$ cat config.mk
export PLATFORM = sky130hd
export DESIGN_NAME = dwm_div
export DESIGN_NICKNAME = d
export VERILOG_FILES = /design/src/hw/rtl/dwm_pkg.sv /design/src/hw/rtl/dwm_div.sv
export SDC_FILE = /design/constraint.sdc
export NUM_CORES = 1
export LEC_CHECK = 0
export BUFFER_PORTS_ARGS = -buffer_cell sky130_fd_sc_hd__buf_2
export CORE_UTILIZATION = 57
export CTS_BUF_LIST = sky130_fd_sc_hd__clkbuf_8
export DETAILED_ROUTE_END_ITERATION = 12
export PLACE_DENSITY = 0.79
export REMOVE_ABC_BUFFERS = 1
export SYNTH_ARGS = -nofsm -noshare
export SYNTH_HDL_FRONTEND = slang
export SYNTH_SLANG_ARGS = --single-unit
$ cat constraint.sdc
create_clock -name clock -period 5.15 [get_ports clock]
set_clock_uncertainty 0.05 [all_clocks]
set_input_delay 0.2575 -clock clock [delete_from_list [all_inputs] [get_ports clock]]
set_output_delay 0.2575 -clock clock [all_outputs]
set_load 0.02 [all_outputs]
$ cat src/hw/rtl/dwm_pkg.sv
// Package: shared types and constants for the decimal word machine.
package dwm_pkg;
   localparam int MemWords = 100000;
   localparam int NumRegs = 10;
   localparam int AddrW = 17;
   localparam int RegIdxW = 4;
   localparam int WordW = 32;

   typedef enum logic [2:0] {
      ST_OK = 3'd0, ST_HALTED = 3'd1, ST_BADADDR = 3'd2,
      ST_BADOP = 3'd3, ST_DIVZERO = 3'd4, ST_STOPPED = 3'd5
   } status_type;

   typedef enum logic [1:0] {MODE_RUN = 2'd0, MODE_HALT = 2'd1, MODE_ERR = 2'd2} mode_type;

   typedef enum logic [3:0] {
      OP_ADD = 4'd1, OP_SUB = 4'd2, OP_MUL = 4'd3, OP_DIV = 4'd4, OP_LOAD = 4'd5,
      OP_STORE = 4'd6, OP_READ = 4'd7, OP_WRITE = 4'd8, OP_BR = 4'd9,
      OP_BRNEG = 4'd10, OP_BRZERO = 4'd11, OP_BRPOS = 4'd12, OP_HALT = 4'd13
   } op_type;

   typedef enum logic [3:0] {
      S_IDLE, S_FETCH, S_DECODE, S_DIGITS, S_OPER, S_EXEC, S_DIVWAIT, S_MULWAIT, S_DONE
   } state_type;

   typedef struct packed {
      logic        start;
      logic [31:0] dividend;
      logic [31:0] divisor;
   } div_req_type;

   typedef struct packed {
      logic        busy;
      logic        done;
      logic [31:0] quot;
   } div_rsp_type;
endpackage

$ cat src/hw/rtl/dwm_div.sv
// Radix-2 signed divider, truncating toward zero, one quotient bit per cycle.
module dwm_div (
   input  logic                      clock,
   input  logic                      reset,
   input  dwm_pkg::div_req_type      req,
   output dwm_pkg::div_rsp_type      rsp
);
   import dwm_pkg::*;
   logic [31:0] rem_ff, rem_in, quo_ff, quo_in, den_ff, den_in;
   logic [5:0]  cnt_ff, cnt_in;
   logic        busy_ff, busy_in, neg_ff, neg_in, done_ff, done_in;
   logic [32:0] trial;
   logic [32:0] shifted;
   logic [31:0] a_abs, b_abs;

   always_comb begin
      a_abs = req.dividend[31] ? 32'(-req.dividend) : req.dividend;
      b_abs = req.divisor[31] ? 32'(-req.divisor) : req.divisor;
      shifted = {rem_ff, quo_ff[31]};
      trial = shifted - {1'b0, den_ff};
      rem_in = rem_ff; quo_in = quo_ff; den_in = den_ff; cnt_in = cnt_ff;
      busy_in = busy_ff; neg_in = neg_ff; done_in = 1'b0;
      if (req.start) begin
         rem_in = '0; quo_in = a_abs; den_in = b_abs; cnt_in = 6'd32;
         busy_in = 1'b1; neg_in = req.dividend[31] ^ req.divisor[31];
      end else if (busy_ff) begin
         if (!trial[32]) begin
            rem_in = trial[31:0]; quo_in = {quo_ff[30:0], 1'b1};
         end else begin
            rem_in = shifted[31:0]; quo_in = {quo_ff[30:0], 1'b0};
         end
         cnt_in = cnt_ff - 6'd1;
         if (cnt_ff == 6'd1) begin
            busy_in = 1'b0; done_in = 1'b1;
         end
      end
   end

   always_ff @(posedge clock) begin
      rem_ff <= rem_in; quo_ff <= quo_in; den_ff <= den_in; cnt_ff <= cnt_in; neg_ff <= neg_in;
      if (reset) begin
         busy_ff <= 1'b0; done_ff <= 1'b0;
      end else begin
         busy_ff <= busy_in; done_ff <= done_in;
      end
   end

   assign rsp.busy = busy_ff;
   assign rsp.done = done_ff;
   assign rsp.quot = neg_ff ? 32'(-quo_ff) : quo_ff;
endmodule
; Word level (Yosys, flattened, before mapping)
; Cells that the tools add are included.
[totals]
regBits = 105
input_bits = 67
out_inout_bits = 34
wordCells = 29
[classes]
add_sub_neg = 5
eq_ne = 1
muxes = 11
bitwise = 2
n_reduce_logical = 2
[ops]
columns = operator, n
row1 = $mux 32, 5
row2 = $neg 32->32, 3
row3 = $sub 33x32->33, 1
row4 = $mux 31, 1
row5 = $eq 6x1->1 const B, 1
row6 = $sub 6x1->6 const B, 1
row7 = $mux 1, 5
row8 = $reduce_or 3->1, 1
row9 = $reduce_bool 2->1, 1
row10 = $not 1->1, 1
row11 = $xor 1x1->1, 1

; Logic depth before layout (Yosys ltp)
; Gate-level depths: netlist (run 1).
[logic_depth]
word_depth = 4
depth_mapped = 14
mapped_depth_nobuf = 13

; Worst setup path before layout (run 1)
; Ideal clock, no wire load.
[synth_timing]
kind = register -> register
from = register quo_ff[31]
to = register quo_ff[0] (data pin)
setup_ps = 260
arrival_ps = 2699
required_ps = 4840
setup_slack_ps = 2141
path_stages_with_launch = 13
path_buffers = 1
period_less_slack_ps = 3009
path_cell_list = edfxtp_1 inv_1 ha_1 fa_1 nor2b_1 o31a_1 o21ai_1 and4b_4 o31ai_4 a2111oi_4 xnor2_4 buf_6 mux2_2
[synth_between]
elab_chain_cells = 4
[synth_rtl]
columns = item, line_no
row1 = start: declaration, dwm_div.sv:9  ; logic [31:0] rem_ff, rem_in, quo_ff, quo_in, den_ff, den_in;
row2 = start signal: assignment, dwm_div.sv:40  ; rem_ff <= rem_in; quo_ff <= quo_in; den_ff <= den_in; cnt_ff <= cnt_in; neg_ff <= neg_in;
row3 = $sub 33x32->33, dwm_div.sv:20  ; trial = shifted - {1'b0, den_ff};
row4 = $mux 1, dwm_div.sv:27  ; if (!trial[32]) begin
row5 = $mux 32, dwm_div.sv:26  ; end else if (busy_ff) begin
row6 = $mux 32, dwm_div.sv:23  ; if (req.start) begin
row7 = named net quo_in[0], dwm_div.sv:9
; The timed path passes the listed nets, and every way through them passes these cells. The select of a mux whose other input is x is not followed.
; A chain may end at the register's enable or synchronous reset.

; Worst setup path in the final report (run 1)
[layout_timing]
from = register quo_ff[31]
to = register rem_ff[20]
[layout_between]
elab_chain_cells = 2
[layout_rtl]
columns = item, line_no
row1 = $sub 33x32->33, dwm_div.sv:20
row2 = $mux 32, dwm_div.sv:27
row3 = end signal: assignment, dwm_div.sv:40
row4 = end: declaration, dwm_div.sv:9
; Every way passes these cells.

==> flow_summary.yaml, run 1 <==
drt:
  drt_wl_total_um: 16110
  wl_per_cell_um: 14.39
  drtIter0Drc: 297
  ant_nets: 0
  vias_per_cell: 5.700
  drt-pass1-iter-count: 5
  vias: 6378
  drcViolationCount: 0
clocking:
  cts_buffer_depth: 2
  cts_sinks: 105
  cts_root_buffer: "clkbuf_8"
  cts_tree: "done"
  htreeDepth: 3
  clkTransAtPathRegs_ps: 100
  cts_buffers: 9
  clk_latency_ps: 390
power:
  peakVddDrop_v: 0.0001290
  internal_power_uw: 1623
  switching_share: 0.3532
  switching_power_uw: 886.2
  clockPowerShare: 0.208
  p_leak_uw: 0.003455
  pwr-share-comb: 0.363
  power_density_nw_per_um2: 296.2
  power_uw: 2509
  p_seq_frac: 0.430
logic_synthesis:
  synthArstFlopShare: 0
  yosysUniqueCellTypes: 55
  synthCells: 862
  yosysMostFrequentCell: "nor2_1"
  yosysTopAreaCell: "edfxtp_1"
  synth_warnings: 0
  ys_ff_latch: 105
  synth_area_um2: 7700
  synth_edf_count: 65
  synthTopCellsByCount: "nor2_1 (90), xnor2_1 (78), edfxtp_1 (65), nand2_1 (62), a21oi_1 (57)"
  ys_seq_area_frac: 0.3575
  ys.flop_type: "edfxtp_1"
  synth_top_area_share: 0.2535
  avgSynthCellArea_um2: 8.933
  ys_top_cells_by_area: "edfxtp_1 (25%), dfxtp_1 (10%), xnor2_1 (8.9%)"
worst_setup_path:
  crit_type: "reg2reg"
  worstPathArrival_ps: 3900
  critPathMaxFanout: 20
  cp.required_ps: 5350
  start_kind: "flop"
  endpoint_kind: "flop"
timing:
  tightest_slew_ps: 866.2
  max_freq_ghz: 0.2697
  rsz0062_at_grt: "no"
  fin_crit_sh: 0.7199
  finalCriticalPeriod_ps: 3708
  relSlewSlack: 0.4226
  setup-violations-final: 0
  tns_ps: 0
  hold_viol: 0
  final_max_slew_viol_count: 0
finish:
  layout.cells.non_filler: 1119
  post-route-util: 0.6422
  seq_area_um2: 2754
  fill_cells: 1108
  final_layout_size_suffix_gt1_frac: 0.1369
  multi_input_area_um2: 4566
  nNetsFinal: 1042
  area_growth_syn_to_layout_pct: 10.01
  fin_area_um2: 8471
grt:
  grt_pass1_vias: 5936
  grt-ovfl-total: 0
  globalRouteTotalUtil: 0.2452
  top_usage_layer: "met2"
  met2_usage: 0.4055
  globalRouteMet3Util: 0.04054
  antenna_found_initial: 2
  grt_pass1_wl_um: 27930
  grt_use_met1: 0.3238
  grt_max_degree: 74
die:
  start_util: 0.5838
  rows: 42
  die_y_um: 118.2
  die-area_um2: 13980
  coreArea_um2: 13190
  die_w_um: 118.2
  io_pins: 101
outcome:
  outcome: "completed"
placed_design:
  dp.cells: 1101
  placed_cell_area_um2: 8260
  gp_congestion: 0.8307
  numPortBuffers: 100
  dpl.hpwl_um: 12060
job:
  maxCapViolations: 0
min_path:
  min_path_type: "in2reg"
[what timing repair did]
item / CTS / global route
hold buffers: 1 / 0
endpoints found under the hold margin: 2 / 0
gates resized for setup: 0 / 0
setup buffers: 0 / 0
[logic make-up (layout without fill, tap and decap cells)]
kind of cell | Yosys count | count (layout) | synth area share
other cells | 0 | 1 | 0
flops | 105 | 105 | 0.3575
simple gates | 249 | 249 | 0.1529
buf+inv | 92 | 172 | 0.04956
xor+xnor | 120 | 120 | 0.1389
fa+ha+maj | 38 | 38 | 0.06272
compound gates | 223 | 223 | 0.1922
mux | 35 | 35 | 0.04615
[metrics by stage]
step | setup slack (ps) | hold WS [ps]
final | 1442 | 54.51
after global routing | 1136 | 46.53
after CTS | 1415 | 42.11
after detailed placement | 1443 | 378.9
after global placement | 1512 | 377.4
after floorplan | 1592 | 276.6
[area by class of cell]
class | count | share of cell area
diodes | 1 | 0.0002954
clock buffers | 10 | 0.01625
clock inverters | 6 | 0.007090
inverters | 52 | 0.02304
multi-input cells | 665 | 0.5390
flip-flops and latches | 105 | 0.3251
well taps | 176 | 0.02600
repair buffers | 104 | 0.06322
[placed cells by master, fill, tap and decap left out, types with 4 or more instances in the layout]
cell and count:
nand2b_1 14, xor2_1 41, nor3_1 17, dfxtp_1 39, a21oi_1 57, a211oi_1 29
ha_1 37, o41ai_1 17, a31oi_1 6, nand2_1 62, and3_1 6, or4_1 13
o211ai_1 4, buf_4 4, inv_1 54, edfxtp_1 65, mux2i_1 31, mux2_2 4
buf_2 99, a21boi_0 4, nor2_1 90, or3_1 11, clkbuf_8 10, nor4_1 7
o31ai_1 22, o21ai_0 45, a21o_1 14, xnor2_1 78, nand3_1 10, nor2b_1 6
o21bai_1 4
[layer usage]
metal | up-vias | part of all wire
li1 | 3256 | -
met1 | 2956 | 0.46
met2 | 145 | 0.48
met3 | 21 | 0.042
met4 | 0 | 0.021
met5 | - | 0
[power groups by stage]
stage	sequential [µW]	combinational, µW	clock, µW
final	1080	910	521
after floorplan	1080	663	0
after CTS	1080	912	538
after global placement	1090	888	0
after global routing	1090	1010	574
after detailed placement	1100	904	0
[registers in the layout (all words and copies together) (netlist names)]
name and flops:
done_ff 1, neg_ff 1, den_ff 32, rem_ff 32, quo_ff 32, cnt_ff 6, busy_ff 1
[worst max-delay path, stage by stage, from the launching register on]
cell	delay, ps
edfxtp_1	370
inv_1	60
ha_1	220
fa_1	410
nor2b_1	170
o31a_1	180
o21ai_1	110
and4b_4	220
o31ai_4	260
a2111oi_4	130
xnor2_4	560
buf_4	460
mux2i_1	250
a211oi_1	90
[final timing paths]
check	end	slack, ps	startpoint	cells after the start
worst min register to register	rem_ff[1]$_SDFFE_PP0P_	450	rem_ff[1]$_SDFFE_PP0P_	2
worst min-delay path	den_ff[0]$_DFFE_PP_	50	req[0]	1
worst max register to register	rem_ff[20]$_SDFFE_PP0P_	1440	quo_ff[31]$_DFFE_PP_	13
worst max-delay path	rem_ff[20]$_SDFFE_PP0P_	1440	quo_ff[31]$_DFFE_PP_	13
Power figures use the tool's default switching activity.
==> run 2, diff against run 1 <==
--- a/config.mk
+++ b/config.mk
@@ -5,11 +5,12 @@
 export SDC_FILE = /design/constraint.sdc
 export NUM_CORES = 1
 export LEC_CHECK = 0
+export ABC_AREA = 1
 export BUFFER_PORTS_ARGS = -buffer_cell sky130_fd_sc_hd__buf_2
 export CORE_UTILIZATION = 57
 export CTS_BUF_LIST = sky130_fd_sc_hd__clkbuf_8
 export DETAILED_ROUTE_END_ITERATION = 12
-export PLACE_DENSITY = 0.79
+export PLACE_DENSITY = 0.78
 export REMOVE_ABC_BUFFERS = 1
 export SYNTH_ARGS = -nofsm -noshare
 export SYNTH_HDL_FRONTEND = slang
==> constraint.sdc (replaced) <==
create_clock -name clock -period 3.72 [get_ports clock]
set_clock_uncertainty 0.05 [all_clocks]
set_input_delay 0.186 -clock clock [delete_from_list [all_inputs] [get_ports clock]]
set_output_delay 0.186 -clock clock [all_outputs]
set_load 0.02 [all_outputs]
==> flow_summary.yaml, run 2 <==
worst_setup_path:
  worstPathArrival_ps: 2830
  start_kind: "flop"
  crit_buf_inv: 3
  critPathMaxFanout: 4
  cp_common_cell: "nand3_1"
  crit_chain: "inv_1, ha_1, nand3_1, nor3_2, buf_4, nand2_1, nor3_1, nand3_1, xor2_1, o21ai_0, buf_2"
  endpoint_kind: "output port"
  cp.required_ps: 3480
  crit_type: "reg2out"
  cpPeakStageDelay_ps: 440
  cp_top_family: "simple AND/OR/NAND/NOR gates"
  crit_path_top_delay_cell: "edfxtp_1"
finish:
  reg_top3: "den_ff (32), quo_ff (32), rem_ff (32)"
  final_common_cell: "nand2_1"
  final_layout_size_suffix_gt1_frac: 0.09639
  layout.cells.non_filler: 1794
  final_cell_mix: "nand2_1 (492), inv_1 (292), nor2_1 (125)"
  multi_input_area_um2: 5284
  area_growth_syn_to_layout_pct: 9.831
  fill_cells: 1579
  seq_area_um2: 2753
  nNetsFinal: 1677
drt:
  ant_nets: 0
  vias: 9111
  vias_per_cell: 5.079
  drtIter0Drc: 635
  drt_wl_total_um: 23290
  wl_per_cell_um: 12.98
  drcViolationCount: 0
  drt-pass1-iter-count: 5
die:
  die_y_um: 129.8
  coreArea_um2: 15890
  rows: 46
  die_w_um: 129.8
  die-area_um2: 16840
  start_util: 0.5857
  io_pins: 101
clocking:
  cts_root_buffer: "clkbuf_8"
  clk_latency_ps: 400
  cts_buffers: 9
  cts_resized: 0
  cts_tree: "done"
  htreeDepth: 3
  cts_buffer_depth: 2
  cts_sinks: 105
  clkTransAtPathRegs_ps: 120
timing:
  hold_viol: 0
  setup-violations-final: 0
  relSlewSlack: 0.2382
  tns_ps: 0
  rsz0062_at_grt: "no"
  max_freq_ghz: 0.3260
  tightest_slew_ps: 1141
  fin_crit_sh: 0.8247
  finalCriticalPeriod_ps: 3068
  final_max_slew_viol_count: 0
logic_synthesis:
  synth_edf_count: 65
  avgSynthCellArea_um2: 6.278
  synthArstFlopShare: 0
  synth_top_area_share: 0.2098
  ys_seq_area_frac: 0.2959
  synthCells: 1482
  ys_ff_latch: 105
  synthTopCellsByCount: "nand2_1 (492), inv_1 (292), nor2_1 (127), nand3_1 (100)"
  yosysTopAreaCell: "edfxtp_1"
  yosysUniqueCellTypes: 39
  synth_area_um2: 9304
  ys.flop_type: "edfxtp_1"
  ys_top_cells_by_area: "edfxtp_1 (21%), nand2_1 (20%), inv_1 (12%)"
  synth_warnings: 0
  yosysMostFrequentCell: "nand2_1"
grt:
  grt-ovfl-total: 0
  grt_pass1_wl_um: 38580
  globalRouteTotalUtil: 0.2912
  grt_max_degree: 44
  grt_pass1_vias: 8355
  antenna_found_initial: 2
power:
  clockPowerShare: 0.258
  pwr-share-comb: 0.285
  p_seq_frac: 0.457
  power_density_nw_per_um2: 299.3
  p_leak_uw: 0.005502
  switching_power_uw: 1096
  switching_share: 0.3584
  internal_power_uw: 1962
  peakVddDrop_v: 0.0002687
outcome:
  outcome: "completed"
placed_design:
  gp_congestion: 0.9346
  numPortBuffers: 100
  dpl.hpwl_um: 18490
  dp.cells: 1775
job:
  maxCapViolations: 0
min_path:
  min_path_type: "in2reg"
-- run 2: changes by cell type in the layout (fill, tap and decap cells not counted), sizes merged, moves of 23 or more --
cell,before,now
nand2,62,501
mux2i,31,0
xor2,41,66
a21oi,57,34
a211oi,29,1
nand3,10,101
inv,54,298
xnor2,79,27
nor2,90,130
-- run 2: metal layers --
metal / vias to the layer above / routed length [µm] / track usage
met5: - / 10 / 0
met4: 2 / 560 / 0.1040
met3: 35 / 1168 / 0.03936
met2: 223 / 11310 / 0.5193
met1: 4095 / 10240 / 0.3593
li1: 4756 / - / -
-- run 2: worst min-delay path, cell delays in order --
cell and delay (ps):
buf_2 110, xnor2_1 70, inv_1 40
-- run 2: cells by family (layout without fill, tap and decap cells) --
kind of cell,Yosys count,in the layout,share of synthesized area
AO/OA/AOI/OAI,113,113,0.06361
buffers and inverters,326,421,0.1368
adder cells (fa/ha/maj),38,38,0.05191
flip-flops,105,105,0.2959
other,0,1,0
AND/OR/NAND/NOR,807,807,0.3643
XOR/XNOR,93,93,0.08755
-- run 2: final timing paths --
| check | from | endpoint | slack, ps | cells after the start |
|---|---|---|---|---|
| hold / removal | req[15] | den_ff[15]$_DFFE_PP_ | 40 | 3 |
| setup / recovery | quo_ff[0]$_DFFE_PP_ | rsp[28] | 650 | 11 |
| hold reg to reg | rem_ff[2]$_SDFFE_PP0P_ | rem_ff[2]$_SDFFE_PP0P_ | 430 | 2 |
| setup reg to reg | quo_ff[31]$_DFFE_PP_ | quo_ff[0]$_DFFE_PP_ | 970 | 15 |
-- run 2: through the flow --
step / power, µW / cell area (µm²) / utilization / worst slack (ps) / hold WS, ps
finish: 3058 / 10220 / 0.6433 / 652.2 / 40.62
global route: 3217 / 10220 / 0.6431 / 491.1 / 45.80
CTS: 3068 / 10220 / 0.6431 / 732.8 / 28.26
detailed placement: 2280 / 9975 / 0.6279 / 982.3 / 320.1
global placement: 2271 / 9975 / 0.6279 / 1102 / 318.0
floorplan: 1984 / 9139 / - / 929.8 / 205.1
-- run 2: repair_timing --
item                      CTS  global route
hold buffers                2             0
hold endpoints to repair    3             0
buffers inserted            0             0
-- run 2: area by class of cell --
class	instances	share of cell area
sequential	105	0.2694
clock buffer	9	0.01212
timing repair buffer	110	0.05681
clock inverter	7	0.009551
tap	216	0.02645
multi-input combinational	1051	0.5171
inverter	295	0.1084
antenna	1	0.0002449
-- run 2: power groups by stage --
stage               Clock (µW)  Combinational, µW  Sequential (µW)
global route               847                960             1410
finish                     790                871             1400
global placement             0                850             1420
CTS                        806                865             1400
floorplan                    0                567             1420
detailed placement           0                857             1420
